**src/sfo_pkg.sv**
```systemverilog
package sfo_pkg;

	// widths of the oscillator data path
	localparam int DATA_W    = 32;
	localparam int FRAC_BITS = 24;
	localparam int K_W       = DATA_W - 1;
	localparam int DT_W      = 24;
	localparam int CD_W      = 26;
	localparam int MUL_W     = CD_W + DATA_W;
	localparam int PROD_W    = 2 * DATA_W;
	localparam int SCALE_W   = CD_W + DT_W + 1;

	// step size after reset, about 0.01
	localparam logic [DT_W-1:0] DT_RESET = DT_W'(167772);

	// yoshida weights, signed Q2.24
	localparam logic signed [CD_W-1:0] COEF_C14 = CD_W'(11334747);
	localparam logic signed [CD_W-1:0] COEF_C23 = -CD_W'(2946139);
	localparam logic signed [CD_W-1:0] COEF_D13 = CD_W'(22669495);
	localparam logic signed [CD_W-1:0] COEF_D2  = -CD_W'(28561774);

	localparam logic [DATA_W-1:0] SAT_MAX = {1'b0, {(DATA_W-1){1'b1}}};
	localparam logic [DATA_W-1:0] SAT_MIN = {1'b1, {(DATA_W-1){1'b0}}};

	typedef struct packed {
		logic signed [DATA_W-1:0] position;
		logic signed [DATA_W-1:0] momentum;
		logic [K_W-1:0]           stiffness;
	} item_t;

	typedef struct packed {
		logic signed [DATA_W-1:0] position_next;
		logic signed [DATA_W-1:0] momentum_next;
		logic                     overflow;
	} result_t;

	// oscillator state as it moves down the pipeline
	typedef struct packed {
		logic signed [DATA_W-1:0] q;
		logic signed [DATA_W-1:0] p;
		logic signed [DATA_W-1:0] g14;
		logic signed [DATA_W-1:0] g23;
		logic                     ov;
	} state_t;

	// weights already scaled by the step size
	typedef struct packed {
		logic signed [CD_W-1:0] c14;
		logic signed [CD_W-1:0] c23;
		logic signed [CD_W-1:0] d13;
		logic signed [CD_W-1:0] d2;
	} coef_t;

	// round(coef * dt / 2^24), ties away from zero; never leaves CD_W
	function automatic logic signed [CD_W-1:0] scale_coef(input logic signed [CD_W-1:0] coef,
			input logic [DT_W-1:0] dt);
		logic signed [SCALE_W-1:0] prod;
		logic signed [SCALE_W-1:0] rnd;
		prod = SCALE_W'(coef) * $signed({1'b0, dt});
		rnd  = prod + (SCALE_W'(1) <<< (FRAC_BITS - 1)) - SCALE_W'(prod[SCALE_W-1]);
		rnd  = rnd >>> FRAC_BITS;
		return rnd[CD_W-1:0];
	endfunction

	// round a full product by 2^24 (ties away from zero), saturate; returns {ov, value}
	// weights and data share the same fraction width
	function automatic logic [DATA_W:0] rnd_sat(input logic signed [PROD_W-1:0] x);
		logic signed [PROD_W-1:0] rnd;
		logic [PROD_W-DATA_W:0]   top;
		rnd = x + (PROD_W'(1) <<< (FRAC_BITS - 1)) - PROD_W'(x[PROD_W-1]);
		rnd = rnd >>> FRAC_BITS;
		top = rnd[PROD_W-1:DATA_W-1];
		if (&top || ~|top) begin
			return {1'b0, rnd[DATA_W-1:0]};
		end else if (rnd[PROD_W-1]) begin
			return {1'b1, SAT_MIN};
		end else begin
			return {1'b1, SAT_MAX};
		end
	endfunction

	// saturating add or subtract; returns {ov, value}
	function automatic logic [DATA_W:0] sat_sum(input logic signed [DATA_W-1:0] a,
			input logic signed [DATA_W-1:0] b, input logic sub);
		logic signed [DATA_W:0] s;
		if (sub) begin
			s = (DATA_W+1)'(a) - (DATA_W+1)'(b);
		end else begin
			s = (DATA_W+1)'(a) + (DATA_W+1)'(b);
		end
		if (s[DATA_W] == s[DATA_W-1]) begin
			return {1'b0, s[DATA_W-1:0]};
		end else if (s[DATA_W]) begin
			return {1'b1, SAT_MIN};
		end else begin
			return {1'b1, SAT_MAX};
		end
	endfunction

endpackage

```
**src/sfo_cfg.sv**
```systemverilog
module sfo_cfg import sfo_pkg::*; (
	input  logic            clk,
	input  logic            arst_n,
	input  logic            cfg_valid,
	output logic            cfg_ready,
	input  logic [DT_W-1:0] cfg_time_step,
	output coef_t           coef
);

	coef_t coef_q;

	// writes are always taken
	assign cfg_ready = 1'b1;

	// scale all four weights by the new step size on a write
	always_ff @(posedge clk or negedge arst_n) begin
		if (!arst_n) begin
			coef_q.c14 <= scale_coef(COEF_C14, DT_RESET);
			coef_q.c23 <= scale_coef(COEF_C23, DT_RESET);
			coef_q.d13 <= scale_coef(COEF_D13, DT_RESET);
			coef_q.d2  <= scale_coef(COEF_D2, DT_RESET);
		end else if (cfg_valid && cfg_ready) begin
			coef_q.c14 <= scale_coef(COEF_C14, cfg_time_step);
			coef_q.c23 <= scale_coef(COEF_C23, cfg_time_step);
			coef_q.d13 <= scale_coef(COEF_D13, cfg_time_step);
			coef_q.d2  <= scale_coef(COEF_D2, cfg_time_step);
		end
	end

	assign coef = coef_q;

endmodule

```
**config.mk**
```make
export PLATFORM = sky130hd
export DESIGN_NAME = sfo_cfg
export DESIGN_NICKNAME = d
export VERILOG_FILES = /design/src/sfo_pkg.sv /design/src/sfo_cfg.sv
export SDC_FILE = /design/constraint.sdc
export NUM_CORES = 2
export LEC_CHECK = 0
export ABC_CLOCK_PERIOD_IN_PS = 900
export CORE_MARGIN = 3
export CORE_UTILIZATION = 50
export DETAILED_ROUTE_END_ITERATION = 10
export DONT_BUFFER_PORTS = 1
export GPL_TIMING_DRIVEN = 0
export SETUP_SLACK_MARGIN = 0.4
export SLEW_MARGIN = 20
export SYNTH_ARGS = -nofsm -noshare
export SYNTH_HDL_FRONTEND = slang
export SYNTH_SLANG_ARGS = --single-unit
```
**constraint.sdc**
```tcl
create_clock -name clk -period 0.9 [get_ports clk]
set_input_delay 0.27 -clock clk [delete_from_list [all_inputs] [get_ports clk]]
set_output_delay 0.27 -clock clk [all_outputs]
set_load 0.05 [all_outputs]
```
; After elaboration in Yosys (flattened, before gate mapping)
; Index checks and enable logic that the tools add are counted.
[word_totals]
register_bits = 104
input_bits = 27
elab_cells = 16
[op_classes]
add_sub_neg = 8
n_mul = 4
[ops]
columns = cell, n
row1 = $add 49x24->50 const B, 1
row2 = $add 50x24->50 const B, 1
row3 = $mul 25x25->50 const A, 1
row4 = $sub 49x1->50 const B, 1
row5 = $sub 49x2->50, 1
row6 = $sub 50x1->50, 1
row7 = $sub 50x1->50 const B, 1
row8 = $add 48x24->49 const B, 1
row9 = $add 48x25->49 const B, 1
row10 = $mul 25x24->49 const A, 1
row11 = $mul 23x25->48 const A, 1
row12 = $mul 24x24->48 const A, 1

; Depth between registers and ports, before layout
[depth]
depth_word = 3
mapped_depth = 38
depth_no_buf = 37

; Worst setup path after synthesis
; OpenSTA, ideal clock, no wires.
[synth_timing]
kind = input to register
startpoint = in cfg_time_step[7]
endpoint = reg coef_q (netlist bit coef[25])
t_arrival_ns = 8.192
required_time_ns = 0.818
setup_slack_ns = -7.374
stages = 37
cell_sequence = fa_1 > ha_1 > inv_1 > fa_1 > inv_1 > fa_1 > inv_1 > fa_1 > inv_1 > fa_1 > inv_1 > fa_1 > inv_1 > ha_1 > nand2_1 > or3_1 > a211o_1 > o31ai_2 > a21o_1 > a21o_1 > a21oi_1 > o21bai_1 > a21o_1 > a21oi_1 > xnor2_1 > ha_1 > a21oi_1 > o21bai_1 > a21oi_1 > o21a_1 > o21ai_0 > a21oi_1 > o21ai_0 > a21oi_1 > o21ai_2 > xnor3_1 > mux2_4
[synth_between]
elab_chain_len = 3
[synth_rtl]
columns = item, line
row1 = "start, declared", sfo_cfg.sv:6  ; input logic [DT_W-1:0] cfg_time_step,
row2 = $mul 25x25->50 *, sfo_pkg.sv:59  ; prod = SCALE_W'(coef) * $signed({1'b0, dt});
row3 = $add 50x24->50, sfo_pkg.sv:60  ; rnd = prod + (SCALE_W'(1) <<< (FRAC_BITS - 1)) - SCALE_W'(prod[SCALE_W-1]);
row4 = $sub 50x1->50 *, sfo_pkg.sv:60
row5 = "end, declared", sfo_cfg.sv:10  ; coef_t coef_q;
; Mark *: on every way between the ends. The rest lies on a longest branch, timed or not.
; A chain may end at the register's enable or synchronous reset.

; Worst setup path in the final report
[layout_timing]
startpoint = in cfg_time_step[10]
endpoint = reg coef_q (netlist bit coef[75])
[layout_between]
elab_chain_len = 3
[layout_rtl]
columns = item, line
row1 = $mul 23x25->48 *, sfo_pkg.sv:59
row2 = $add 48x25->49, sfo_pkg.sv:60
row3 = $sub 49x2->50 *, sfo_pkg.sv:60
; Marks and branches as above.

==> impl_results.md <==
* Routed length per instance at 23.72 um
* Slew @ Worst Pin at 1315 ps
* Crit path to: coef[75]$_DFFE_PN1P_
* CTS buffer count at 9
* Most frequent cell after synthesis: inv_1
* Total number of vias at 35227
* Core ar. at 0.09056 mm^2
* Mapped Nets at 6557
* RSZ-0062 raised after global routing: true
* Worst Setup SP: cfg_time_step[10]
* Register bit total from synthesis at 104
* Status: finished with violations
* Leading area contributor after synthesis: fa_1
* Worst-path clk slew at 100 ps
* Stages on worst setup path at 32
* Initial Utilization at 50.79%
* Achievable Freq at 124.5 MHz
* R2R Path Start: coef[83]$_DFFE_PN0P_
* Worst setup margin at -7133 ps
* Min-delay worst type: input pin to asynchronous set/reset pin
* Critical setup path kind: input pin to flip-flop
* Root Buffer: clkbuf_16
* Synth top area share at 35.60%
* Hold slack at -479.6 ps
* Fillers at 7749
* Failing checks: hold timing, setup timing
* Worst-path fanout max at 16
* Final Critical Period at 8033 ps
* Relative slew slack at 12.31%
* DRC Markers at 0
* Depth of the CTS H-tree at 3
* First-pass GRT wire length at 224.1 mm
* R2R depth at 2
* First-pass detailed-route iteration total at 5
* Crit path launch type: input pin
* Io pins at 132
* Multi-input gate area at 0.04218 mm^2
* Number of synthesis warnings at 0
* Sink Count at 104
* Die area at 0.09567 mm^2
* Final nets at 6868
* CP top delay family: adder cells
* Worst Path Buf+Inv at 8
* Final setup fails at 208
* DR iter-0 viols at 2587
* Worst reg2reg path endpoint: coef[83]$_DFFE_PN0P_
* GR Util All Layers at 31.87%
* Die width at 309.3 um
* Hold violation total from the final report at 104
* Synth cell types at 104
* Antenna Nets Post-Route at 0
* Final wirelength at 149.5 mm
* GP Congestion at 0.9921
* Worst Path Required at 1250 ps
* Cell mode on critical path: fa_1
* Sequential area share after synthesis at 5.813%
* Most frequent cells after synthesis: inv_1 (1327), ha_1 (904), fa_1 (818)
* Setup crit end kind: flip-flop
* Finished Layout Cells at 6301
* Max reg flops at 104
* Layout area overhead at 19.28%
* Synth top area cells: fa_1 (36%), ha_1 (25%), inv_1 (11%)
* Final period utilization at 892.5%
* Vias in the first global route at 36335
* Post-synth EDFFs at 0
* Reg2Reg Setup Slack at -280 ps
* Grt ovf at 0
* CTS tree: built
* Syn_area_per_cell at 9.566 um^2
* Layout Utilization at 60.58%
* Crit path largest cell delay at 510 ps
* Layout cells sized above 1 at 22.27%
* Mapped cell area at 0.04600 mm^2
* Worst path slowest cell: fa_1
* Placed inst area at 0.04879 mm^2
* Max-Cap Viols at 0
* CTS Buffer Depth at 2
* Post-synth ARST share at 100.0%
* Slew Viols, Final at 0
* FF/Latch Area at 0.002708 mm^2
* Clock Latency Late Sink at 420 ps
* DP HPWL at 119.0 mm
* Cells after Synth at 4808
* Placed insts at 5985
* Vias/cell at 5.591
* Row count at 110
* Design area at 0.05487 mm^2
* Largest net degree at the start of global routing at 105
* Initial antenna violation count at 1
* Port Buffers at 0
* Worst Clk Skew at 0 ps
* DIE HEIGHT at 309.3 um
* CP Data Arrival Time at 8380 ps
* Post-synth top flop: dfstp_2
## what timing repair did
item                       in CTS  in global routing
resized for setup             470                251
hold endpoints to repair      104                104
cloned                          0                  0
setup buffers                 220                 79
pin swaps                     269                205
setup endpoints to repair     208                208
## how the worst min path moves through the flow
stage | from | end | slack, ps | depth (start not counted)
after floorplan | arst_n | coef[100]$_DFFE_PN0P_ | -30 | 0
after global placement | arst_n | coef[61]$_DFFE_PN0P_ | -20 | 0
after detailed placement | arst_n | coef[61]$_DFFE_PN0P_ | -20 | 0
after CTS | arst_n | coef[54]$_DFFE_PN0P_ | -510 | 0
after global routing | arst_n | coef[54]$_DFFE_PN0P_ | -490 | 0
final | arst_n | coef[54]$_DFFE_PN0P_ | -480 | 0
## worst reg2reg max path, cell delays in order (launching register included)
cell and delay (ps):
dfrtp_1 600, or2_2 380, o31a_1 100
## cell families (layout without fill, tap and decap cells)
family | after synthesis | in the layout | share of synthesized area [%]
buffers and inverters | 1389 | 1705 | 11.43
flip-flops | 104 | 104 | 5.813
adder cells (fa/ha/maj) | 1722 | 1722 | 60.19
AND/OR/NAND/NOR | 586 | 586 | 6.368
multiplexers | 66 | 66 | 1.613
AO/OA/AOI/OAI | 765 | 765 | 11.21
XOR/XNOR | 175 | 175 | 3.362
other | 1 | 2 | 0.008153
## cell type report
| class | instances | area share (%) |
|---|---|---|
| repair buffers | 300 | 4.789 |
| inverters | 1329 | 9.364 |
| flip-flops and latches | 104 | 4.935 |
| well taps | 1176 | 2.682 |
| plain buffers | 60 | 0.8073 |
| clock inverters | 7 | 0.1323 |
| clock buffers | 9 | 0.4105 |
| multi-input cells | 3315 | 76.88 |
| diodes | 1 | 0.004561 |
## layer usage
layer	routed length [um]	vias up	GRT usage [%]
li1	-	16011	-
met1	65780	17820	45.69
met2	63750	1201	47.38
met3	13910	195	7.605
met4	6035	0	10.94
met5	0	-	0
## per-stage QoR
stage          setup slack, ps  setup TNS [ps]
2_1_floorplan            -7063         -607800
3_3_place_gp             -8551         -774410
3_5_place_dp             -8601         -755130
4_1_cts                  -7016         -678710
5_1_grt                  -7407         -711520
6_report                 -7133         -693760
## layout by cell type, fill, tap and decap left out, drive strengths merged, types with 62 or more instances in the layout
cell / Yosys / layout
ha: 904 / 904
a21o: 124 / 124
inv: 1329 / 1312
buf: 9 / 316
mux2: 62 / 62
xnor2: 94 / 94
fa: 818 / 818
nor2: 138 / 138
xor2: 80 / 80
o21ai: 123 / 123
a21oi: 227 / 227
nand2: 150 / 150
Power is left out: the tool's default activity adds up to more than one toggle a clock period on the data nets, which glitch-free logic cannot reach.
