`src/sfo_pkg.sv`:
```
package sfo_pkg;

	// widths of the oscillator data path
	localparam int DATA_W    = 32;
	localparam int FRAC_BITS = 24;
	localparam int K_W       = DATA_W - 1;
	localparam int DT_W      = 24;
	localparam int CD_W      = 26;
	localparam int MUL_W     = CD_W + DATA_W;
	localparam int PROD_W    = 2 * DATA_W;
	localparam int SCALE_W   = CD_W + DT_W + 1;

	// step size after reset, about 0.01
	localparam logic [DT_W-1:0] DT_RESET = DT_W'(167772);

	// yoshida weights, signed Q2.24
	localparam logic signed [CD_W-1:0] COEF_C14 = CD_W'(11334747);
	localparam logic signed [CD_W-1:0] COEF_C23 = -CD_W'(2946139);
	localparam logic signed [CD_W-1:0] COEF_D13 = CD_W'(22669495);
	localparam logic signed [CD_W-1:0] COEF_D2  = -CD_W'(28561774);

	localparam logic [DATA_W-1:0] SAT_MAX = {1'b0, {(DATA_W-1){1'b1}}};
	localparam logic [DATA_W-1:0] SAT_MIN = {1'b1, {(DATA_W-1){1'b0}}};

	typedef struct packed {
		logic signed [DATA_W-1:0] position;
		logic signed [DATA_W-1:0] momentum;
		logic [K_W-1:0]           stiffness;
	} item_t;

	typedef struct packed {
		logic signed [DATA_W-1:0] position_next;
		logic signed [DATA_W-1:0] momentum_next;
		logic                     overflow;
	} result_t;

	// oscillator state as it moves down the pipeline
	typedef struct packed {
		logic signed [DATA_W-1:0] q;
		logic signed [DATA_W-1:0] p;
		logic signed [DATA_W-1:0] g14;
		logic signed [DATA_W-1:0] g23;
		logic                     ov;
	} state_t;

	// weights already scaled by the step size
	typedef struct packed {
		logic signed [CD_W-1:0] c14;
		logic signed [CD_W-1:0] c23;
		logic signed [CD_W-1:0] d13;
		logic signed [CD_W-1:0] d2;
	} coef_t;

	// round(coef * dt / 2^24), ties away from zero; never leaves CD_W
	function automatic logic signed [CD_W-1:0] scale_coef(input logic signed [CD_W-1:0] coef,
			input logic [DT_W-1:0] dt);
		logic signed [SCALE_W-1:0] prod;
		logic signed [SCALE_W-1:0] rnd;
		prod = SCALE_W'(coef) * $signed({1'b0, dt});
		rnd  = prod + (SCALE_W'(1) <<< (FRAC_BITS - 1)) - SCALE_W'(prod[SCALE_W-1]);
		rnd  = rnd >>> FRAC_BITS;
		return rnd[CD_W-1:0];
	endfunction

	// round a full product by 2^24 (ties away from zero), saturate; returns {ov, value}
	// weights and data share the same fraction width
	function automatic logic [DATA_W:0] rnd_sat(input logic signed [PROD_W-1:0] x);
		logic signed [PROD_W-1:0] rnd;
		logic [PROD_W-DATA_W:0]   top;
		rnd = x + (PROD_W'(1) <<< (FRAC_BITS - 1)) - PROD_W'(x[PROD_W-1]);
		rnd = rnd >>> FRAC_BITS;
		top = rnd[PROD_W-1:DATA_W-1];
		if (&top || ~|top) begin
			return {1'b0, rnd[DATA_W-1:0]};
		end else if (rnd[PROD_W-1]) begin
			return {1'b1, SAT_MIN};
		end else begin
			return {1'b1, SAT_MAX};
		end
	endfunction

	// saturating add or subtract; returns {ov, value}
	function automatic logic [DATA_W:0] sat_sum(input logic signed [DATA_W-1:0] a,
			input logic signed [DATA_W-1:0] b, input logic sub);
		logic signed [DATA_W:0] s;
		if (sub) begin
			s = (DATA_W+1)'(a) - (DATA_W+1)'(b);
		end else begin
			s = (DATA_W+1)'(a) + (DATA_W+1)'(b);
		end
		if (s[DATA_W] == s[DATA_W-1]) begin
			return {1'b0, s[DATA_W-1:0]};
		end else if (s[DATA_W]) begin
			return {1'b1, SAT_MIN};
		end else begin
			return {1'b1, SAT_MAX};
		end
	endfunction

endpackage

```
`src/sfo_kick.sv`:
```
module sfo_kick import sfo_pkg::*; (
	input  logic                     clk,
	input  logic                     arst_n,
	input  logic                     in_valid,
	output logic                     in_ready,
	input  state_t                   in_st,
	input  logic signed [DATA_W-1:0] gain,
	output logic                     out_valid,
	input  logic                     out_ready,
	output state_t                   out_st
);

	logic                     valid_s1;
	state_t                   st_s1;
	logic signed [PROD_W-1:0] prod_s1;
	logic                     valid_s2;
	state_t                   st_s2;
	logic                     ready_s1;
	logic                     ready_s2;
	logic [DATA_W:0]          f;
	logic [DATA_W:0]          p_new;
	state_t                   st_next;

	assign ready_s2 = !valid_s2 || out_ready;
	assign ready_s1 = !valid_s1 || ready_s2;
	assign in_ready = ready_s1;

	// stage 1: force product gain * q
	always_ff @(posedge clk or negedge arst_n) begin
		if (!arst_n) begin
			valid_s1 <= 1'b0;
		end else if (ready_s1) begin
			valid_s1 <= in_valid;
		end
	end

	always_ff @(posedge clk) begin
		if (ready_s1 && in_valid) begin
			st_s1   <= in_st;
			prod_s1 <= gain * in_st.q;
		end
	end

	// stage 2: round the force and take it off the momentum
	assign f     = rnd_sat(prod_s1);
	assign p_new = sat_sum(st_s1.p, f[DATA_W-1:0], 1'b1);

	// updated state for the second register
	always_comb begin
		st_next    = st_s1;
		st_next.p  = p_new[DATA_W-1:0];
		st_next.ov = st_s1.ov | f[DATA_W] | p_new[DATA_W];
	end

	always_ff @(posedge clk or negedge arst_n) begin
		if (!arst_n) begin
			valid_s2 <= 1'b0;
		end else if (ready_s2) begin
			valid_s2 <= valid_s1;
		end
	end

	always_ff @(posedge clk) begin
		if (ready_s2 && valid_s1) begin
			st_s2 <= st_next;
		end
	end

	assign out_valid = valid_s2;
	assign out_st    = st_s2;

endmodule

```
`config.mk`:
```
export PLATFORM = sky130hd
export DESIGN_NAME = sfo_kick
export DESIGN_NICKNAME = d
export VERILOG_FILES = /design/src/sfo_pkg.sv /design/src/sfo_kick.sv
export SDC_FILE = /design/constraint.sdc
export NUM_CORES = 2
export LEC_CHECK = 0
export BUFFER_PORTS_ARGS = -buffer_cell sky130_fd_sc_hd__buf_2
export CORE_MARGIN = 2
export CORE_UTILIZATION = 42
export DETAILED_ROUTE_END_ITERATION = 16
export GPL_TIMING_DRIVEN = 0
export PLACE_DENSITY_LB_ADDON = 0.1
export SETUP_SLACK_MARGIN = 0.2
export SLEW_MARGIN = 5
export SYNTH_ARGS = -nofsm -noshare
export SYNTH_HDL_FRONTEND = slang
export SYNTH_SLANG_ARGS = --single-unit
```
`constraint.sdc`:
```
create_clock -name clk -period 11.4 [get_ports clk]
set_input_delay 0 -clock clk [delete_from_list [all_inputs] [get_ports clk]]
set_output_delay 0 -clock clk [all_outputs]
set_load 0.01 [all_outputs]
```
# --- Yosys cells after proc, flatten, opt, wreduce, memory -nomap -nowiden ---
# Index checks and enable logic that the tools add are counted.
totals:
  word_cells: 34
  latch_bits: 0
  ff_bits: 324
  memories: 0
  romBits: 0
  ramBits: 0
  input_bits: 165
op_classes:
  order_cmp: 0
  reduce_logical: 10
  add_sub_neg: 3
  div: 0
  eq_ne: 1
  shift: 0
  multipliers: 1
  bitwise_logic: 2
  muxes: 4
op_table:
  columns: ["operator", "n"]
  rows:
  - ["33-bit 2-to-1 mux", 2]
  - ["64-bit by 24-bit adder with 64-bit output (second input constant)", 1]
  - ["32-bit by 32-bit multiplier with 64-bit output", 1]
  - ["32-bit 2-to-1 mux", 2]
  - ["64-bit by 1-bit subtractor with 64-bit output", 1]
  - ["32-bit by 32-bit subtractor with 33-bit output", 1]
  - ["9-bit AND reduction", 1]
  - ["9-bit OR reduction", 1]
  - ["1-bit zero test", 3]
  - ["1-bit logical OR", 3]
  - ["1-bit logical AND", 2]
  - ["1-bit OR", 2]
  - ["1-bit equality test", 1]

# --- Longest topological paths before layout ---
logic_depth:
  word_depth: 10
  mapped_depth: 34
  ltp_nobuf: 29

# --- Worst setup path before layout ---
# OpenSTA, ideal clock, no wires.
synth_timing:
  path_kind: "input to register"
  start: "input gain[31]"
  end: "register prod_s1[56], data pin"
  t_required_ns: 11.138
  path_stages: 27
  path_buffers: 2
  arrival_ns: 7.276
  slack_ns: 3.862
  setup_ns: 0.262
  cell_sequence: "clkbuf_1 -> nand2_1 -> inv_1 -> fa_1 -> fa_1 -> fa_1 -> inv_1 -> fa_1 -> inv_1 -> fa_1 -> inv_1 -> fa_1 -> fa_1 -> fa_1 -> inv_1 -> ha_1 -> clkbuf_1 -> nand3_1 -> nor2_1 -> a31o_2 -> a2111oi_0 -> nor2_1 -> a311oi_1 -> o221ai_1 -> a21oi_1 -> o31ai_1 -> xnor2_1"
synth_via:
  elab_chain_len: 1
synth_lines:
  columns: ["item", "line_no", "text"]
  rows:
  - ["from (decl)", "sfo_kick.sv:7", "input logic signed [DATA_W-1:0] gain,"]
  - ["32-bit by 32-bit multiplier with 64-bit output", "sfo_kick.sv:40", "prod_s1 <= gain * in_st.q;"]
  - ["to (signal assigned)", "sfo_kick.sv:40", null]
  - ["to (decl)", "sfo_kick.sv:15", "logic signed [PROD_W-1:0] prod_s1;"]
# Every way passes these cells.
# A chain may end at the register's enable or synchronous reset.

# --- Worst setup path in the final report ---
layout_timing:
  start: "input in_st[101] in the netlist's numbering"
  end: "register prod_s1[60], data pin"
layout_via:
  elab_chain_len: 1
layout_lines:
  columns: ["item", "line_no", "text"]
  rows:
  - ["from (decl)", "sfo_kick.sv:6", "input state_t in_st,"]
  - ["32-bit by 32-bit multiplier with 64-bit output", "sfo_kick.sv:40", null]
# Every way passes these cells.

==> run summary <==
outcome -> completed
initial antenna violation count -> 17
syn avg cell area -> 10.1 um^2
DR WL/cell -> 25.2 um
largest net degree at the start of global routing -> 64
first-pass GRT wire length -> 269 mm
yosys warns -> 0
area fraction of the dominant cell type after synthesis -> 41.9%
netlist area before placement -> 0.0517 mm^2
vias -> 38104
worst setup margin -> 1.28 ns
wirelength, routed -> 183 mm
Slowest cell on crit path -> fa_1
commonest non-fill, non-tap cell in the layout -> inv_1
CTS root buf -> clkbuf_16
Clock Sinks -> 324
Final Wtd Congestion -> 0.993
Placeable Area -> 0.122 mm^2
R2R Path Start -> prod_s1[26]
Post-Syn Instances -> 5129
number of synthesized register bits -> 324
standard-cell row count -> 128
CTS Buf Count -> 42
Overflow after GRT -> 0
DR vias/cell -> 5.24
most frequent CP cell -> fa_1
CTS clock-pin slew for the worst setup and hold paths -> 0.06 ns
crit end category -> flop
most frequent cells in the layout -> inv_1 (1118), fa_1 (1083), nand2_1 (606)
crit path max fanout -> 10
unrepaired setup endpoints after global routing -> no
Max Clk Rate -> 98.8 MHz
final period demand of the worst path -> 10.12 ns
Slew @ Worst Pin -> 1.45 ns
H-tree level count -> 2
max-cap violations -> 0
EDFF count, synth -> 322
Initial Util -> 42.4%
Crit. Startpoint -> in_st[101]
ys async rst share -> 0.617%
final period utilization -> 88.8%
synthesized net count -> 6657
CTS Buffer Depth -> 3
detailed-route DRC error count -> 0
pre-CTS setup slack -> 1.19 ns
First DRT Iteration DRCs -> 3067
design area -> 0.0582 mm^2
post-synth top area cell -> fa_1
sequential area share after synthesis -> 18.8%
worst r2r path cells -> 31
crit-path max cell delay -> 1.18 ns
hold_sp -> in_st[10]
area added between synthesis and finish -> 12.5%
Final nets -> 7136
Post-DP Area -> 0.0554 mm^2
gr usage total -> 29.6%
most common flop cell mapped by yosys -> edfxtp_1
Worst EP required -> 11.71 ns
post-CTS setup buffers -> 0
Vert. Die Dim -> 355 um
TritonCTS clock tree -> done
clk_lat worst skew -> 0.65 ns
Slew HR -> 3.25%
io pins -> 296
Worst Path Arrival -> 10.43 ns
share of layout cells above drive strength 1 -> 6.88%
Distinct cells, synth -> 77
main area contributors after synthesis -> fa_1 (42%), edfxtp_1 (19%), inv_1 (8.1%)
Final Setup Violations -> 0
die width -> 355 um
Setup TNS -> 0 ns
Slew Limit Fails -> 0
post-route ant nets -> 0
utilization after layout -> 47.7%
Final Hold Fails -> 0
vias in the first global route -> 40356
1st-pass router iterations -> 6
I/O Buffers -> 295
Worst setup SP type -> primary input
Setup Skew -> 0.0535 ns
Post-DP HPWL -> 147 mm
worst hold-check path type -> in2reg
die area -> 0.126 mm^2
Crit Path Category -> in2reg
hold depth -> 2
==> flip-flops by register name (all words and copies together), names as in the netlist <==
| register | cells |
|---|---|
| out_st | 129 |
| out_valid | 1 |
| prod_s1 | 64 |
| st_next | 96 |
| st_s1 | 33 |
| valid_s1 | 1 |
==> worst max-delay path: cells and delay by family <==
family          cells  cell delay (ns)
fa+ha+maj           9             5.14
compound gates      7             2.21
simple gates        4             0.78
buf+inv             8             2.25
==> cells in the mapped netlist, types with 22 or more instances <==
cell type,n
a21o_1,89
a21oi_1,145
and2_1,488
and3_1,25
clkbuf_1,236
edfxtp_1,322
fa_1,1083
ha_1,280
inv_1,1118
nand2_1,606
nand2b_1,30
nand3_1,28
nand4_1,25
nor2_1,103
nor3_1,27
o21a_1,22
o21ai_0,103
o21ai_1,35
o21bai_1,27
xnor2_1,87
xor2_1,46
==> metal layers <==
metal / part of all wire [%] / track usage, % / up-vias
met4: 4.8 / 12.2 / 6
li1: - / - / 16644
met1: 41 / 39.8 / 19389
met5: 0.022 / 0 / -
met2: 44 / 46.0 / 1712
met3: 9.5 / 7.32 / 353
==> per-stage QoR <==
| stage | instances | hold slack [ns] |
|---|---|---|
| 4_1_cts | 7266 | 0.0244 |
| 3_5_place_dp | 7054 | -0.214 |
| 3_3_place_gp | 7049 | -0.214 |
| 5_1_grt | 7267 | 0.0488 |
| 6_report | 7277 | 0.0697 |
| 2_1_floorplan | 5129 | -0.296 |
==> cell type report <==
class / instances / area [um^2]
plain buffers: 244 / 942
repair buffers: 435 / 2970
well taps: 1625 / 2030
inverters: 1118 / 4200
clock buffers: 52 / 1090
multi-input cells: 3443 / 36900
fillers: 11746 / 63900
clock inverters: 25 / 335
flip-flops and latches: 324 / 9720
diodes: 11 / 27.5
==> worst paths after layout <==
path	slack, ns	to
worst max-delay path	1.28	prod_s1[60]
worst min-delay path	0.07	st_next[10]
worst max register to register	2.08	out_st[87]
worst min register to register	0.41	out_st[6]
max in group asynchronous	11.04	valid_s1
min in group asynchronous	0.24	out_valid
==> repair_timing <==
item,4_1_cts,5_1_grt
endpoints found under the hold margin,161,0
gates resized for setup,0,0
hold buffers,135,0
==> cell families after synthesis <==
kind of cell             count (synthesis)  synth area share [%]
XOR/XNOR                               133                  2.25
adder cells (fa/ha/maj)               1363                  48.7
flip-flops                             324                  18.8
buffers and inverters                 1362                  9.94
multiplexers                             3                0.0581
AO/OA/AOI/OAI                          550                  6.88
AND/OR/NAND/NOR                       1394                  13.4
Power is not shown: default switching activity piles up to over one toggle a cycle in this logic, so the estimate is an artifact.
