==> src/sfo_pkg.sv <==
package sfo_pkg;

	// widths of the oscillator data path
	localparam int DATA_W    = 32;
	localparam int FRAC_BITS = 24;
	localparam int K_W       = DATA_W - 1;
	localparam int DT_W      = 24;
	localparam int CD_W      = 26;
	localparam int MUL_W     = CD_W + DATA_W;
	localparam int PROD_W    = 2 * DATA_W;
	localparam int SCALE_W   = CD_W + DT_W + 1;

	// step size after reset, about 0.01
	localparam logic [DT_W-1:0] DT_RESET = DT_W'(167772);

	// yoshida weights, signed Q2.24
	localparam logic signed [CD_W-1:0] COEF_C14 = CD_W'(11334747);
	localparam logic signed [CD_W-1:0] COEF_C23 = -CD_W'(2946139);
	localparam logic signed [CD_W-1:0] COEF_D13 = CD_W'(22669495);
	localparam logic signed [CD_W-1:0] COEF_D2  = -CD_W'(28561774);

	localparam logic [DATA_W-1:0] SAT_MAX = {1'b0, {(DATA_W-1){1'b1}}};
	localparam logic [DATA_W-1:0] SAT_MIN = {1'b1, {(DATA_W-1){1'b0}}};

	typedef struct packed {
		logic signed [DATA_W-1:0] position;
		logic signed [DATA_W-1:0] momentum;
		logic [K_W-1:0]           stiffness;
	} item_t;

	typedef struct packed {
		logic signed [DATA_W-1:0] position_next;
		logic signed [DATA_W-1:0] momentum_next;
		logic                     overflow;
	} result_t;

	// oscillator state as it moves down the pipeline
	typedef struct packed {
		logic signed [DATA_W-1:0] q;
		logic signed [DATA_W-1:0] p;
		logic signed [DATA_W-1:0] g14;
		logic signed [DATA_W-1:0] g23;
		logic                     ov;
	} state_t;

	// weights already scaled by the step size
	typedef struct packed {
		logic signed [CD_W-1:0] c14;
		logic signed [CD_W-1:0] c23;
		logic signed [CD_W-1:0] d13;
		logic signed [CD_W-1:0] d2;
	} coef_t;

	// round(coef * dt / 2^24), ties away from zero; never leaves CD_W
	function automatic logic signed [CD_W-1:0] scale_coef(input logic signed [CD_W-1:0] coef,
			input logic [DT_W-1:0] dt);
		logic signed [SCALE_W-1:0] prod;
		logic signed [SCALE_W-1:0] rnd;
		prod = SCALE_W'(coef) * $signed({1'b0, dt});
		rnd  = prod + (SCALE_W'(1) <<< (FRAC_BITS - 1)) - SCALE_W'(prod[SCALE_W-1]);
		rnd  = rnd >>> FRAC_BITS;
		return rnd[CD_W-1:0];
	endfunction

	// round a full product by 2^24 (ties away from zero), saturate; returns {ov, value}
	// weights and data share the same fraction width
	function automatic logic [DATA_W:0] rnd_sat(input logic signed [PROD_W-1:0] x);
		logic signed [PROD_W-1:0] rnd;
		logic [PROD_W-DATA_W:0]   top;
		rnd = x + (PROD_W'(1) <<< (FRAC_BITS - 1)) - PROD_W'(x[PROD_W-1]);
		rnd = rnd >>> FRAC_BITS;
		top = rnd[PROD_W-1:DATA_W-1];
		if (&top || ~|top) begin
			return {1'b0, rnd[DATA_W-1:0]};
		end else if (rnd[PROD_W-1]) begin
			return {1'b1, SAT_MIN};
		end else begin
			return {1'b1, SAT_MAX};
		end
	endfunction

	// saturating add or subtract; returns {ov, value}
	function automatic logic [DATA_W:0] sat_sum(input logic signed [DATA_W-1:0] a,
			input logic signed [DATA_W-1:0] b, input logic sub);
		logic signed [DATA_W:0] s;
		if (sub) begin
			s = (DATA_W+1)'(a) - (DATA_W+1)'(b);
		end else begin
			s = (DATA_W+1)'(a) + (DATA_W+1)'(b);
		end
		if (s[DATA_W] == s[DATA_W-1]) begin
			return {1'b0, s[DATA_W-1:0]};
		end else if (s[DATA_W]) begin
			return {1'b1, SAT_MIN};
		end else begin
			return {1'b1, SAT_MAX};
		end
	endfunction

endpackage

==> src/sfo_drift.sv <==
module sfo_drift import sfo_pkg::*; (
	input  logic                   clk,
	input  logic                   arst_n,
	input  logic                   in_valid,
	output logic                   in_ready,
	input  state_t                 in_st,
	input  logic signed [CD_W-1:0] cd,
	output logic                   out_valid,
	input  logic                   out_ready,
	output state_t                 out_st
);

	logic                    valid_s1;
	state_t                  st_s1;
	logic signed [MUL_W-1:0] prod_s1;
	logic                    valid_s2;
	state_t                  st_s2;
	logic                    ready_s1;
	logic                    ready_s2;
	logic [DATA_W:0]         h;
	logic [DATA_W:0]         q_new;
	state_t                  st_next;

	assign ready_s2 = !valid_s2 || out_ready;
	assign ready_s1 = !valid_s1 || ready_s2;
	assign in_ready = ready_s1;

	// stage 1: displacement product cd * p
	always_ff @(posedge clk or negedge arst_n) begin
		if (!arst_n) begin
			valid_s1 <= 1'b0;
		end else if (ready_s1) begin
			valid_s1 <= in_valid;
		end
	end

	always_ff @(posedge clk) begin
		if (ready_s1 && in_valid) begin
			st_s1   <= in_st;
			prod_s1 <= cd * in_st.p;
		end
	end

	// stage 2: round the displacement and add it to the position
	assign h     = rnd_sat(PROD_W'(prod_s1));
	assign q_new = sat_sum(st_s1.q, h[DATA_W-1:0], 1'b0);

	// updated state for the second register
	always_comb begin
		st_next    = st_s1;
		st_next.q  = q_new[DATA_W-1:0];
		st_next.ov = st_s1.ov | h[DATA_W] | q_new[DATA_W];
	end

	always_ff @(posedge clk or negedge arst_n) begin
		if (!arst_n) begin
			valid_s2 <= 1'b0;
		end else if (ready_s2) begin
			valid_s2 <= valid_s1;
		end
	end

	always_ff @(posedge clk) begin
		if (ready_s2 && valid_s1) begin
			st_s2 <= st_next;
		end
	end

	assign out_valid = valid_s2;
	assign out_st    = st_s2;

endmodule

==> config.mk <==
export PLATFORM = sky130hd
export DESIGN_NAME = sfo_drift
export DESIGN_NICKNAME = d
export VERILOG_FILES = /design/src/sfo_pkg.sv /design/src/sfo_drift.sv
export SDC_FILE = /design/constraint.sdc
export NUM_CORES = 2
export LEC_CHECK = 0
export BUFFER_PORTS_ARGS = -buffer_cell sky130_fd_sc_hd__buf_2
export CORE_AREA = 2 2 226 395
export DETAILED_ROUTE_END_ITERATION = 8
export DIE_AREA = 0 0 228 397
export GPL_TIMING_DRIVEN = 0
export PLACE_DENSITY = 0.73
export SLEW_MARGIN = 20
export SYNTH_ARGS = -nofsm -noshare
export SYNTH_HDL_FRONTEND = slang
export SYNTH_SLANG_ARGS = --single-unit
==> constraint.sdc <==
create_clock -name clk -period 9.3 [get_ports clk]
set_input_delay 1.395 -clock clk [delete_from_list [all_inputs] [get_ports clk]]
set_output_delay 1.395 -clock clk [all_outputs]
set_load 0.005 [all_outputs]
=== Word-level counts from Yosys, hierarchy flattened ===
Cells that the tools add are included.

* Input bits: 159
* Output and inout port bits: 131
* Word-level logic and storage cells: 34
* Register bits: 318

* $add $sub $neg: 3
* Multiplexer cells: 4
* Eq/ne operators: 1
* $mul: 1
* Reduce and logical (&&, ||, !) cells: 10
* Bitwise operators: 2

{| class="wikitable"
|+ Operators by type and width
! cell !! count
|-
| 33-bit 2-to-1 mux || 2
|-
| 32-bit 2-to-1 mux || 2
|-
| 59-bit by 2-bit subtractor with 60-bit output || 1
|-
| 58-bit by 25-bit adder with 59-bit output (second input constant) || 1
|-
| 26-bit by 32-bit multiplier with 58-bit output || 1
|-
| 32-bit by 32-bit adder with 33-bit output || 1
|-
| 9-bit AND reduction || 1
|-
| 9-bit OR reduction || 1
|-
| 1-bit logical NOT || 3
|-
| 1-bit logical OR || 3
|-
| 1-bit logical AND || 2
|-
| 1-bit OR || 2
|-
| 1-bit == test || 1
|}

=== Depth between registers and ports, before layout ===
* Word-level depth: 10
* Depth in mapped cells: 33

=== Worst setup path before layout ===
OpenSTA, ideal clock, no wires.

* Kind: input -> register
* From: input in_st[81] (netlist bit)
* To: register prod_s1[56], data pin
* Cell stages on the path: 26
* Required time: 9,045 ps
* Setup slack: 1,077 ps
* Arrival: 7,968 ps
* Buffers on the path: 1
* Path through: clkbuf_1 nand2_1 fa_1 inv_1 fa_1 inv_1 fa_1 fa_1 fa_1 inv_1 fa_1 inv_1 fa_1 inv_1 ha_1 a21o_1 a21oi_1 nor2b_1 o21a_1 o41ai_2 a21boi_1 a31o_2 a41oi_4 o21ai_2 or4_1 and3_1

* Word-level cells in the longest chain between the ends: 1

{| class="wikitable"
|+ Ends and longest elaborated chain
! item !! line !! RTL
|-
| from (decl) || sfo_drift.sv:6 || <nowiki>input state_t in_st,</nowiki>
|-
| 26-bit by 32-bit multiplier with 58-bit output || sfo_drift.sv:40 || <nowiki>prod_s1 <= cd * in_st.p;</nowiki>
|-
| to (signal assigned) || sfo_drift.sv:40 ||
|-
| to (decl) || sfo_drift.sv:15 || <nowiki>logic signed [MUL_W-1:0] prod_s1;</nowiki>
|}

No other way between the ends.
A chain may end at the register's enable or synchronous reset.

=== Worst setup path in the final report ===
* From: input cd[2]
* To: register prod_s1[56], data pin

* Word-level cells in the longest chain between the ends: 1

{| class="wikitable"
|+ Ends and longest elaborated chain
! item !! line !! RTL
|-
| from (decl) || sfo_drift.sv:7 || <nowiki>input logic signed [CD_W-1:0] cd,</nowiki>
|-
| 26-bit by 32-bit multiplier with 58-bit output || sfo_drift.sv:40 ||
|}

No other way between the ends.

==> summary.txt <==
Outcome
  • Outcome: completed

STA
  • Fin. Hold Viols: 0
  • Max frequency: 109.1 MHz
  • Tmin final: between 9000 and 10000 ps
  • Unrepaired setup endpoints after global routing: yes
  • Clk_skew: between 30 and 40 ps
  • Least-Margin Pin Slew: approximately 1100 ps
  • Final period utilization: 0.9855
  • Final Max Tran Viols: 0
  • Final Setup Violations: 0
  • Max_slew headroom: 0.2544
  • Final setup margin: ~130 ps

Clocking
  • CTS tree: built
  • Clk slew on worst S/H paths: approximately 70 ps
  • Clk sinks: 318
  • CTS Buf Count: 30
  • Clock Latency Late Sink: between 600 and 700 ps
  • Post-CTS Hold Buffers: 0
  • Clock Tree Buf Depth: 3
  • CTS root buf: clkbuf_16
  • Post-CTS Setup Inserts: 0
  • Max H-tree Level: 1

Logic synthesis
  • Post-synth top cells: inv_1, fa_1, nand2_1
  • Average size of a mapped cell: between 10 and 15 µm²
  • Post-synth cell types: slightly below 80
  • Syn Nets: about 5.5k
  • Sequential share of the synthesized area: 0.2197
  • Post-synthesis register bit count: approximately 320
  • Most used DFF post-synth: edfxtp_1
  • Synth Instances: approximately 4.2k
  • Most common cell in the synthesized netlist: inv_1
  • Warnings from Yosys: 0
  • Synth Cell Area: roughly 43000 µm²
  • Number of enable flip-flop cells after synthesis: between 300 and 400
  • Synth top area cells: fa_1, edfxtp_1, inv_1
  • Cell taking the most area after synthesis: fa_1
  • Yosys top cell area share: 0.3942
  • Ys async rst share: 0.006289

Worst setup path
  • Most used cell along the critical path: fa_1
  • Worst EP arrival: ~9500 ps
  • CP required: between 9000 and 10000 ps
  • Crit end category: register
  • Worst Path Class, Setup: input port to register
  • Worst-path maximum fanout: 10
  • Critical path's largest stage delay: 770 ps
  • Worst setup SP type: input port
  • Slowest stage cell, crit path: fa_1

Flow run
  • Max_cap viols: 0

GRT
  • Met1 Use GR: 0.3390
  • First-pass GRT wire length: about 220000 µm
  • GRT Overall Usage: 0.3336
  • Met2 Use GR: 0.5707
  • Largest net degree at the start of global routing: 57
  • Grt ovf: 0
  • Initial antenna violation count: 10
  • Vias in the first global route: 34.84k
  • GRT met3 Usage: 0.06522
  • Busiest grt layer: met2

Placement
  • Post-place setup slack: -796.0 ps
  • Placer Congestion: ~1.0
  • Cells after DPL: approximately 5.7k
  • PortBufs: 289
  • DP HPWL: around 120000 µm

Floorplan
  • Die Y: a little under 400 µm
  • Std-Cell Rows: ~140
  • Die Wd: roughly 230 µm
  • Core area: a little under 90000 µm²
  • Initial Util: 0.4959
  • I/O pin total: 290
  • Die ar.: 90520 µm²

Drt
  • Drt pass-1 iters: 5
  • Total Wirelength: approximately 150000 µm
  • Drt via density: 5.575
  • DRC: 0
  • Iteration-0 DRC Markers: approximately 2.2k
  • Post-DRT Antenna Nets: 0
  • DR vias: approximately 32k
  • Routed len/inst: roughly 26 µm

Layout
  • Fraction of layout cells with a size suffix above 1: 0.08854
  • Reg area: 9539 µm²
  • Non-filler cells in the finished layout: between 5k and 6k
  • Synth-to-layout area growth: 9.285%
  • Area occupied by multi-input gates: between 20000 and 30000 µm²
  • # fillers: 7966
  • Layout net count: 5804

Min path
  • Kind of path behind the tightest hold check: register to register
[metrics by stage]
stage,area (µm²),util,setup TNS (ps),hold slack (ps)
after floorplan,43420,-,0,400.3
after global placement,46330,0.5291,-6294,400.1
after detailed placement,46470,0.5307,-6823,404.5
after CTS,47390,0.5412,0,414.4
after global routing,47430,0.5417,-59.64,424.3
final,47450,0.5419,0,412.8
[area by class of cell]
cell class	count	share of cell area
Multi-Input combinational cell	2834	0.6298
Sequential cell	318	0.2010
Inverter	890	0.07048
Timing Repair Buffer	295	0.03333
Tap cell	1168	0.03080
Clock buffer	36	0.01630
Buffer	172	0.01461
Clock inverter	18	0.003191
Antenna cell	8	0.0004219
[path summary, 6_finish.rpt]
path                        startpoint     endpoint  slack [ps]  depth (start not counted)
min in group asynchronous       arst_n    out_valid         530                          1
max                              cd[2]  prod_s1[56]         130                         26
max in group asynchronous       arst_n     valid_s1        8670                          1
min                        st_next[57]   out_st[57]         410                          0
min reg2reg                st_next[57]   out_st[57]         410                          0
max reg2reg                prod_s1[38]  out_st[127]         730                         31
[worst max-delay path, delay by kind of cell]
| kind | cells | cell delay [ps] |
|---|---|---|
| buffers and inverters | 7 | 1180 |
| adders and majority gates | 8 | 4230 |
| and+or+nand+nor | 4 | 940 |
| AOI/OAI and AO/OA | 7 | 1750 |
[per-layer routing]
metal / vias to the layer above / part of all wire / wire length, µm
li1: 13665 / - / -
met1: 16292 / 0.32 / 46840
met2: 1436 / 0.49 / 71630
met3: 598 / 0.075 / 11050
met4: 4 / 0.12 / 17690
met5: - / 0.00016 / 23
[registers in the layout, indices dropped and copies added, names as in the netlist]
| register | count |
|---|---|
| out_st | 129 |
| st_next | 96 |
| prod_s1 | 58 |
| st_s1 | 33 |
| out_valid | 1 |
| valid_s1 | 1 |
[cell usage in the layout, fill, tap and decap left out, types with 14 or more instances in the layout]
cell,instances
inv_1,889
a21oi_1,167
o21bai_1,19
nand4_1,23
fa_1,854
clkbuf_2,32
and2_1,361
ha_1,249
o21ai_0,91
nand2b_1,28
nand2_1,520
clkbuf_16,30
nor2_1,92
edfxtp_1,316
clkbuf_1,138
buf_2,295
xor2_1,45
nor2b_1,19
a21o_1,73
nor3_1,22
nand3_1,20
and3_1,14
xnor2_1,76
o21a_1,16
[kinds of logic after synthesis]
group                      share of synthesized area
xor gates and xnor gates                     0.02441
AOI/OAI and AO/OA                            0.06913
buffers and inverters                        0.09230
and+or+nand+nor                               0.1285
adders and majority gates                     0.4660
DFF                                           0.2197
[what timing repair did]
item,4_1_cts,5_1_grt
endpoints found under the setup margin,1,9
gates resized for setup,0,76
gates cloned,0,0
Power is left out: the tool's default activity adds up to more than one toggle a clock period on the data nets, which glitch-free logic cannot reach.
