$ cat src/sfo_pkg.sv
package sfo_pkg;

	// widths of the oscillator data path
	localparam int DATA_W    = 32;
	localparam int FRAC_BITS = 24;
	localparam int K_W       = DATA_W - 1;
	localparam int DT_W      = 24;
	localparam int CD_W      = 26;
	localparam int MUL_W     = CD_W + DATA_W;
	localparam int PROD_W    = 2 * DATA_W;
	localparam int SCALE_W   = CD_W + DT_W + 1;

	// step size after reset, about 0.01
	localparam logic [DT_W-1:0] DT_RESET = DT_W'(167772);

	// yoshida weights, signed Q2.24
	localparam logic signed [CD_W-1:0] COEF_C14 = CD_W'(11334747);
	localparam logic signed [CD_W-1:0] COEF_C23 = -CD_W'(2946139);
	localparam logic signed [CD_W-1:0] COEF_D13 = CD_W'(22669495);
	localparam logic signed [CD_W-1:0] COEF_D2  = -CD_W'(28561774);

	localparam logic [DATA_W-1:0] SAT_MAX = {1'b0, {(DATA_W-1){1'b1}}};
	localparam logic [DATA_W-1:0] SAT_MIN = {1'b1, {(DATA_W-1){1'b0}}};

	typedef struct packed {
		logic signed [DATA_W-1:0] position;
		logic signed [DATA_W-1:0] momentum;
		logic [K_W-1:0]           stiffness;
	} item_t;

	typedef struct packed {
		logic signed [DATA_W-1:0] position_next;
		logic signed [DATA_W-1:0] momentum_next;
		logic                     overflow;
	} result_t;

	// oscillator state as it moves down the pipeline
	typedef struct packed {
		logic signed [DATA_W-1:0] q;
		logic signed [DATA_W-1:0] p;
		logic signed [DATA_W-1:0] g14;
		logic signed [DATA_W-1:0] g23;
		logic                     ov;
	} state_t;

	// weights already scaled by the step size
	typedef struct packed {
		logic signed [CD_W-1:0] c14;
		logic signed [CD_W-1:0] c23;
		logic signed [CD_W-1:0] d13;
		logic signed [CD_W-1:0] d2;
	} coef_t;

	// round(coef * dt / 2^24), ties away from zero; never leaves CD_W
	function automatic logic signed [CD_W-1:0] scale_coef(input logic signed [CD_W-1:0] coef,
			input logic [DT_W-1:0] dt);
		logic signed [SCALE_W-1:0] prod;
		logic signed [SCALE_W-1:0] rnd;
		prod = SCALE_W'(coef) * $signed({1'b0, dt});
		rnd  = prod + (SCALE_W'(1) <<< (FRAC_BITS - 1)) - SCALE_W'(prod[SCALE_W-1]);
		rnd  = rnd >>> FRAC_BITS;
		return rnd[CD_W-1:0];
	endfunction

	// round a full product by 2^24 (ties away from zero), saturate; returns {ov, value}
	// weights and data share the same fraction width
	function automatic logic [DATA_W:0] rnd_sat(input logic signed [PROD_W-1:0] x);
		logic signed [PROD_W-1:0] rnd;
		logic [PROD_W-DATA_W:0]   top;
		rnd = x + (PROD_W'(1) <<< (FRAC_BITS - 1)) - PROD_W'(x[PROD_W-1]);
		rnd = rnd >>> FRAC_BITS;
		top = rnd[PROD_W-1:DATA_W-1];
		if (&top || ~|top) begin
			return {1'b0, rnd[DATA_W-1:0]};
		end else if (rnd[PROD_W-1]) begin
			return {1'b1, SAT_MIN};
		end else begin
			return {1'b1, SAT_MAX};
		end
	endfunction

	// saturating add or subtract; returns {ov, value}
	function automatic logic [DATA_W:0] sat_sum(input logic signed [DATA_W-1:0] a,
			input logic signed [DATA_W-1:0] b, input logic sub);
		logic signed [DATA_W:0] s;
		if (sub) begin
			s = (DATA_W+1)'(a) - (DATA_W+1)'(b);
		end else begin
			s = (DATA_W+1)'(a) + (DATA_W+1)'(b);
		end
		if (s[DATA_W] == s[DATA_W-1]) begin
			return {1'b0, s[DATA_W-1:0]};
		end else if (s[DATA_W]) begin
			return {1'b1, SAT_MIN};
		end else begin
			return {1'b1, SAT_MAX};
		end
	endfunction

endpackage

$ cat src/sfo_gain.sv
module sfo_gain import sfo_pkg::*; (
	input  logic   clk,
	input  logic   arst_n,
	input  logic   in_valid,
	output logic   in_ready,
	input  item_t  item,
	input  coef_t  coef,
	output logic   out_valid,
	input  logic   out_ready,
	output state_t out_st
);

	logic                    valid_s1;
	item_t                   item_s1;
	logic signed [MUL_W-1:0] prod14_s1;
	logic signed [MUL_W-1:0] prod23_s1;
	logic                    valid_s2;
	state_t                  st_s2;
	logic                    ready_s1;
	logic                    ready_s2;
	logic [DATA_W:0]         r14;
	logic [DATA_W:0]         r23;

	assign ready_s2 = !valid_s2 || out_ready;
	assign ready_s1 = !valid_s1 || ready_s2;
	assign in_ready = ready_s1;

	// stage 1: both kick weights times stiffness
	always_ff @(posedge clk or negedge arst_n) begin
		if (!arst_n) begin
			valid_s1 <= 1'b0;
		end else if (ready_s1) begin
			valid_s1 <= in_valid;
		end
	end

	always_ff @(posedge clk) begin
		if (ready_s1 && in_valid) begin
			item_s1   <= item;
			prod14_s1 <= coef.c14 * $signed({1'b0, item.stiffness});
			prod23_s1 <= coef.c23 * $signed({1'b0, item.stiffness});
		end
	end

	// stage 2: round and saturate the two gains
	assign r14 = rnd_sat(PROD_W'(prod14_s1));
	assign r23 = rnd_sat(PROD_W'(prod23_s1));

	always_ff @(posedge clk or negedge arst_n) begin
		if (!arst_n) begin
			valid_s2 <= 1'b0;
		end else if (ready_s2) begin
			valid_s2 <= valid_s1;
		end
	end

	always_ff @(posedge clk) begin
		if (ready_s2 && valid_s1) begin
			st_s2.q   <= item_s1.position;
			st_s2.p   <= item_s1.momentum;
			st_s2.g14 <= r14[DATA_W-1:0];
			st_s2.g23 <= r23[DATA_W-1:0];
			st_s2.ov  <= r14[DATA_W] | r23[DATA_W];
		end
	end

	assign out_valid = valid_s2;
	assign out_st    = st_s2;

endmodule

$ cat config.mk
export PLATFORM = sky130hd
export DESIGN_NAME = sfo_gain
export DESIGN_NICKNAME = d
export VERILOG_FILES = /design/src/sfo_pkg.sv /design/src/sfo_gain.sv
export SDC_FILE = /design/constraint.sdc
export NUM_CORES = 2
export LEC_CHECK = 0
export BUFFER_PORTS_ARGS = -buffer_cell sky130_fd_sc_hd__buf_2
export CELL_PAD_IN_SITES_DETAIL_PLACEMENT = 1
export CELL_PAD_IN_SITES_GLOBAL_PLACEMENT = 1
export CORE_ASPECT_RATIO = 0.5
export CORE_MARGIN = 8
export CORE_UTILIZATION = 50
export CTS_BUF_LIST = sky130_fd_sc_hd__clkbuf_4 sky130_fd_sc_hd__clkbuf_8 sky130_fd_sc_hd__clkbuf_16
export DETAILED_ROUTE_END_ITERATION = 12
export PLACE_DENSITY_LB_ADDON = 0.1
export SETUP_SLACK_MARGIN = 0.02
export SLEW_MARGIN = 20
export SYNTH_ARGS = -nofsm -noshare
export SYNTH_HDL_FRONTEND = slang
export SYNTH_SLANG_ARGS = --single-unit
$ cat constraint.sdc
create_clock -name clk -period 6.4 [get_ports clk]
set_input_delay 0.32 -clock clk [delete_from_list [all_inputs] [get_ports clk]]
set_output_delay 0.32 -clock clk [all_outputs]
set_load 0.03 [all_outputs]
# Word-level counts from Yosys, hierarchy flattened
# Index checks and enable logic that the tools add are counted.
# word_totals
reg_bits,311
mem_count,0
latchBits,0
elab_cells,36
romBits,0
ramBits,0
output_inout_bits,131
# classes
n_mux,4
eq_ne,0
bitwise_logic,1
reduce_logical,14
shift,0
div_mod_pow,0
addsub,4
magnitude_cmp,0
mul,2
# ops
op,n
$sub A59 B2 Y60,2
$add A58 B25 Y59 const B,2
$mul A26 B32 Y58,2
$mux W33,2
$mux W32,2
$reduce_and A9 Y1,2
$reduce_or A9 Y1,2
$logic_not A1 Y1,4
$logic_or A1 B1 Y1,4
$logic_and A1 B1 Y1,2
$or A1 B1 Y1,1

# Longest topological paths before layout
# depth
depth_word,7
ltp_mapped,30

# Worst setup path after synthesis
# OpenSTA, ideal clock, no wires.
# synth_path
kind,input to register
from,input item[14] (netlist name)
to,"register prod14_s1[54], data pin"
stages,28
setup_time_ns,0.265
slack_ns,-1.220
arrival_ns,7.355
cell_sequence,clkbuf_1 > clkbuf_1 > nand2_1 > fa_1 > inv_1 > fa_1 > inv_1 > fa_1 > inv_1 > fa_1 > fa_1 > fa_1 > inv_1 > fa_1 > inv_1 > ha_1 > a2111oi_0 > o21ai_0 > a22o_1 > o21a_1 > a31o_2 > a31o_2 > o31a_1 > a221o_1 > nand4_1 > and2_1 > o21ai_0 > xor2_1
# synth_via
elab_chain_len,1
# synth_lines
item,line_no,text
"start, declared",sfo_gain.sv:6,"input item_t item,"
$mul A26 B32 Y58,sfo_gain.sv:40,"prod14_s1 <= coef.c14 * $signed({1'b0, item.stiffness});"
"end signal, assigned",sfo_gain.sv:40,
"end, declared",sfo_gain.sv:15,logic signed [MUL_W-1:0] prod14_s1;
# No other way between the ends.
# A chain may end at the register's enable or synchronous reset.

# Final worst setup path
# layout_path
from,input item[13] (netlist name)
to,"register prod23_s1[52], data pin"
# layout_via
elab_chain_len,1
# layout_lines
item,line_no,text
$mul A26 B32 Y58,sfo_gain.sv:41,"prod23_s1 <= coef.c23 * $signed({1'b0, item.stiffness});"
"end signal, assigned",sfo_gain.sv:41,
"end, declared",sfo_gain.sv:16,logic signed [MUL_W-1:0] prod23_s1;
# No other way between the ends.

==> impl_metrics.json <==
{
  "min_period_ns": 7.06,
  "clkTransAtPathRegs_ns": 0.07,
  "async_flop_share_pct": 0.643,
  "drc_errors": 0,
  "setup_violations": 56,
  "maxCapViolations": 0,
  "placementRows": 96,
  "r2r_end": "out_st[58]",
  "grt_pass1_wl_um": 378000,
  "cts_buffer_depth": 3,
  "clock_sinks": 311,
  "path_class": "input pin to flop",
  "die_w_um": 540,
  "holdPathStages": 3,
  "globalplace.congestion": 0.921,
  "final_common_cell": "inv_1",
  "final_core_util_pct": 61.4,
  "whs_ns": 0.0958,
  "reg2regPathDepth": 14,
  "final_cell_mix": "1645 x inv_1, 1334 x fa_1, 971 x nand2_1",
  "floorplan.initialDensity_pct": 50.3,
  "initialDrtViolationCount": 3852,
  "finalMaxSlewViolations": 0,
  "clock_latency_ns": 0.62,
  "clockRootBuffer": "clkbuf_16",
  "final_cells": 10100,
  "synth_ff_type": "edfxtp_1",
  "yosys_warnings": 0,
  "synth-seq-cells": 311,
  "coreArea_um2": 137000,
  "gr-usage-all-layers_pct": 32.5,
  "fill_cells": 15100,
  "grt_start_max_net_pins": 67,
  "fp.dieArea_um2": 150000,
  "fin_nets": 10400,
  "routed_wl_um": 250000,
  "grt_setup_unrepaired": "yes",
  "hold_viol_final": 0,
  "synth_area_um2": 68800,
  "critPathCaptureType": "flop",
  "min_to": "out_valid",
  "postRouteAntennaNets": 0,
  "cp.required_ns": 6.78,
  "syn-num-nets": 9533,
  "hold_path.class": "input pin to flop",
  "cp_max_fo": 6,
  "wl_per_cell_um": 24.8,
  "ioPinCount": 334,
  "status": "complete, but fails checks",
  "cp.arrival_ns": 7.44,
  "drive_gt1_share_pct": 20.1,
  "ys_seq_area_share_pct": 13.6,
  "slew_headroom_pct": 32.2,
  "dp_cells": 9813,
  "violations": "negative setup slack",
  "cts_tree": "done",
  "synthDistinctLibCells": 94,
  "place_hpwl_um": 199000,
  "skew_ns": 0.0559,
  "syn_inst": 7368,
  "start_kind": "input pin",
  "syn_avg_cell_area_um2": 9.33,
  "cts_buffers": 36,
  "area_growth_pct": 22.2,
  "num_vias": 55700,
  "synth_edf_count": 309,
  "min_from": "out_ready",
  "gr-total-overflow": 0,
  "antenna_found_initial": 26,
  "fin_setup_tns_ns": -18.31,
  "fmax_ghz": 0.142,
  "worst_slew_pin_slew_ns": 1.02,
  "drt_pass1_iterations": 5,
  "vias_per_cell": 5.52,
  "cts_max_level": 2,
  "r2r_start": "prod14_s1[32]",
  "die_y_um": 278,
  "fin_ws_ns": -0.662,
  "grt_pass1_vias": 63900,
  "io_buffers": 281,
  "reg2reg_slack_ns": 0.81,
  "min_period_over_period_pct": 110
}
sequential cells by signal (all words and copies together), names as in the netlist:
name       flops
item_s1       64
out_valid      1
valid_s1       1
prod14_s1     58
prod23_s1     58
out_st       129
how the worst max path moves through the flow:
stage,slack (ns),cells past startpoint,endpoint,start
floorplan,-0.73,27,prod14_s1[54],item[7]
global placement,-1.50,26,prod14_s1[51],item[21]
detailed placement,-1.63,26,prod14_s1[51],item[21]
CTS,-0.43,29,prod14_s1[52],item[13]
global route,-0.82,30,prod14_s1[57],item[13]
finish,-0.66,28,prod23_s1[52],item[13]
per-stage QoR:
| step | setup slack [ns] | cell area [um^2] |
|---|---|---|
| global placement | -1.50 | 78000 |
| CTS | -0.433 | 82600 |
| floorplan | -0.729 | 70000 |
| detailed placement | -1.63 | 78100 |
| global route | -0.817 | 84000 |
| finish | -0.662 | 84000 |
routing by layer:
layer / global-route usage (%) / share of wire, % / vias up / wire (um)
met5: 0 / 0.042 / - / 104
met2: 52.2 / 46 / 1998 / 115000
met4: 9.26 / 3.1 / 14 / 7750
li1: - / - / 24000 / -
met1: 45.4 / 42 / 29300 / 106000
met3: 5.67 / 8.8 / 479 / 22000
synthesized netlist by cell type, types with 6 or more instances:
cell	instances	area (um^2)
a2111oi_0	9	78.8
a211oi_1	16	120
a21boi_0	8	60.1
a21o_1	110	826
a21oi_1	209	1050
a21oi_2	13	114
a311oi_1	6	52.6
a31oi_1	32	200
and2_1	697	4360
and3_1	20	125
and4_1	10	87.6
clkbuf_1	386	1450
edfxtp_1	309	9280
fa_1	1388	27800
ha_1	574	7180
inv_1	1697	6370
nand2_1	998	3750
nand2b_1	52	325
nand3_1	54	270
nand4_1	39	244
nor2_1	143	537
nor2b_1	18	113
nor3_1	26	130
nor4_1	7	43.8
o211ai_1	17	128
o21a_1	29	218
o21ai_0	137	686
o21ai_1	10	50.1
o21ai_2	19	166
o21bai_1	38	285
o31ai_1	6	45.0
or2_2	7	43.8
xnor2_1	105	920
xor2_1	58	508
worst max-delay path, stage by stage:
cell and delay, ns:
buf_16 0.13, buf_12 0.15, buf_8 0.13, buf_8 0.12, and2_4 0.13, fa_1 0.48
inv_1 0.05, fa_1 0.51, inv_2 0.04, fa_1 0.57, fa_2 0.47, fa_2 0.49
fa_1 0.54, inv_2 0.05, fa_2 0.58, inv_2 0.06, ha_4 0.26, nand4_1 0.12
buf_4 0.18, nor2_4 0.11, nand3_4 0.09, o32ai_4 0.50, nand4_1 0.20, a31o_2 0.31
o21ai_2 0.17, a21oi_2 0.10, buf_4 0.19, xnor2_4 0.34
area by class of cell:
cell class,count,area [um^2],share of cell area [%]
well taps,1813,2270,2.70
inverters,1698,6380,7.59
diodes,12,30.0,0.0357
clock buffers,38,916,1.09
flip-flops and latches,311,9330,11.1
multi-input cells,4957,53600,63.8
repair buffers,1242,11200,13.3
clock inverters,27,304,0.362
timing repair:
action	4_1_cts	5_1_grt
resized for setup	383	252
cloned	12	6
setup buffers	101	62
hold endpoints to repair	67	0
pin swaps	179	181
hold buffers	68	0
setup endpoints to repair	67	65
logic make-up (layout without fill, tap and decap cells):
family / count (synthesis) / count (layout) / share of synthesized area (%)
AO/OA/AOI/OAI: 730 / 730 / 6.97
XOR/XNOR: 165 / 165 / 2.12
adder cells (fa/ha/maj): 1962 / 1962 / 50.8
buffers and inverters: 2100 / 3005 / 11.6
flip-flops: 311 / 311 / 13.6
multiplexers: 1 / 1 / 0.0146
other: 0 / 12 / 0
AND/OR/NAND/NOR: 2099 / 2099 / 14.9
Power is left out: the tool's default activity adds up to more than one toggle a clock period on the data nets, which glitch-free logic cannot reach.
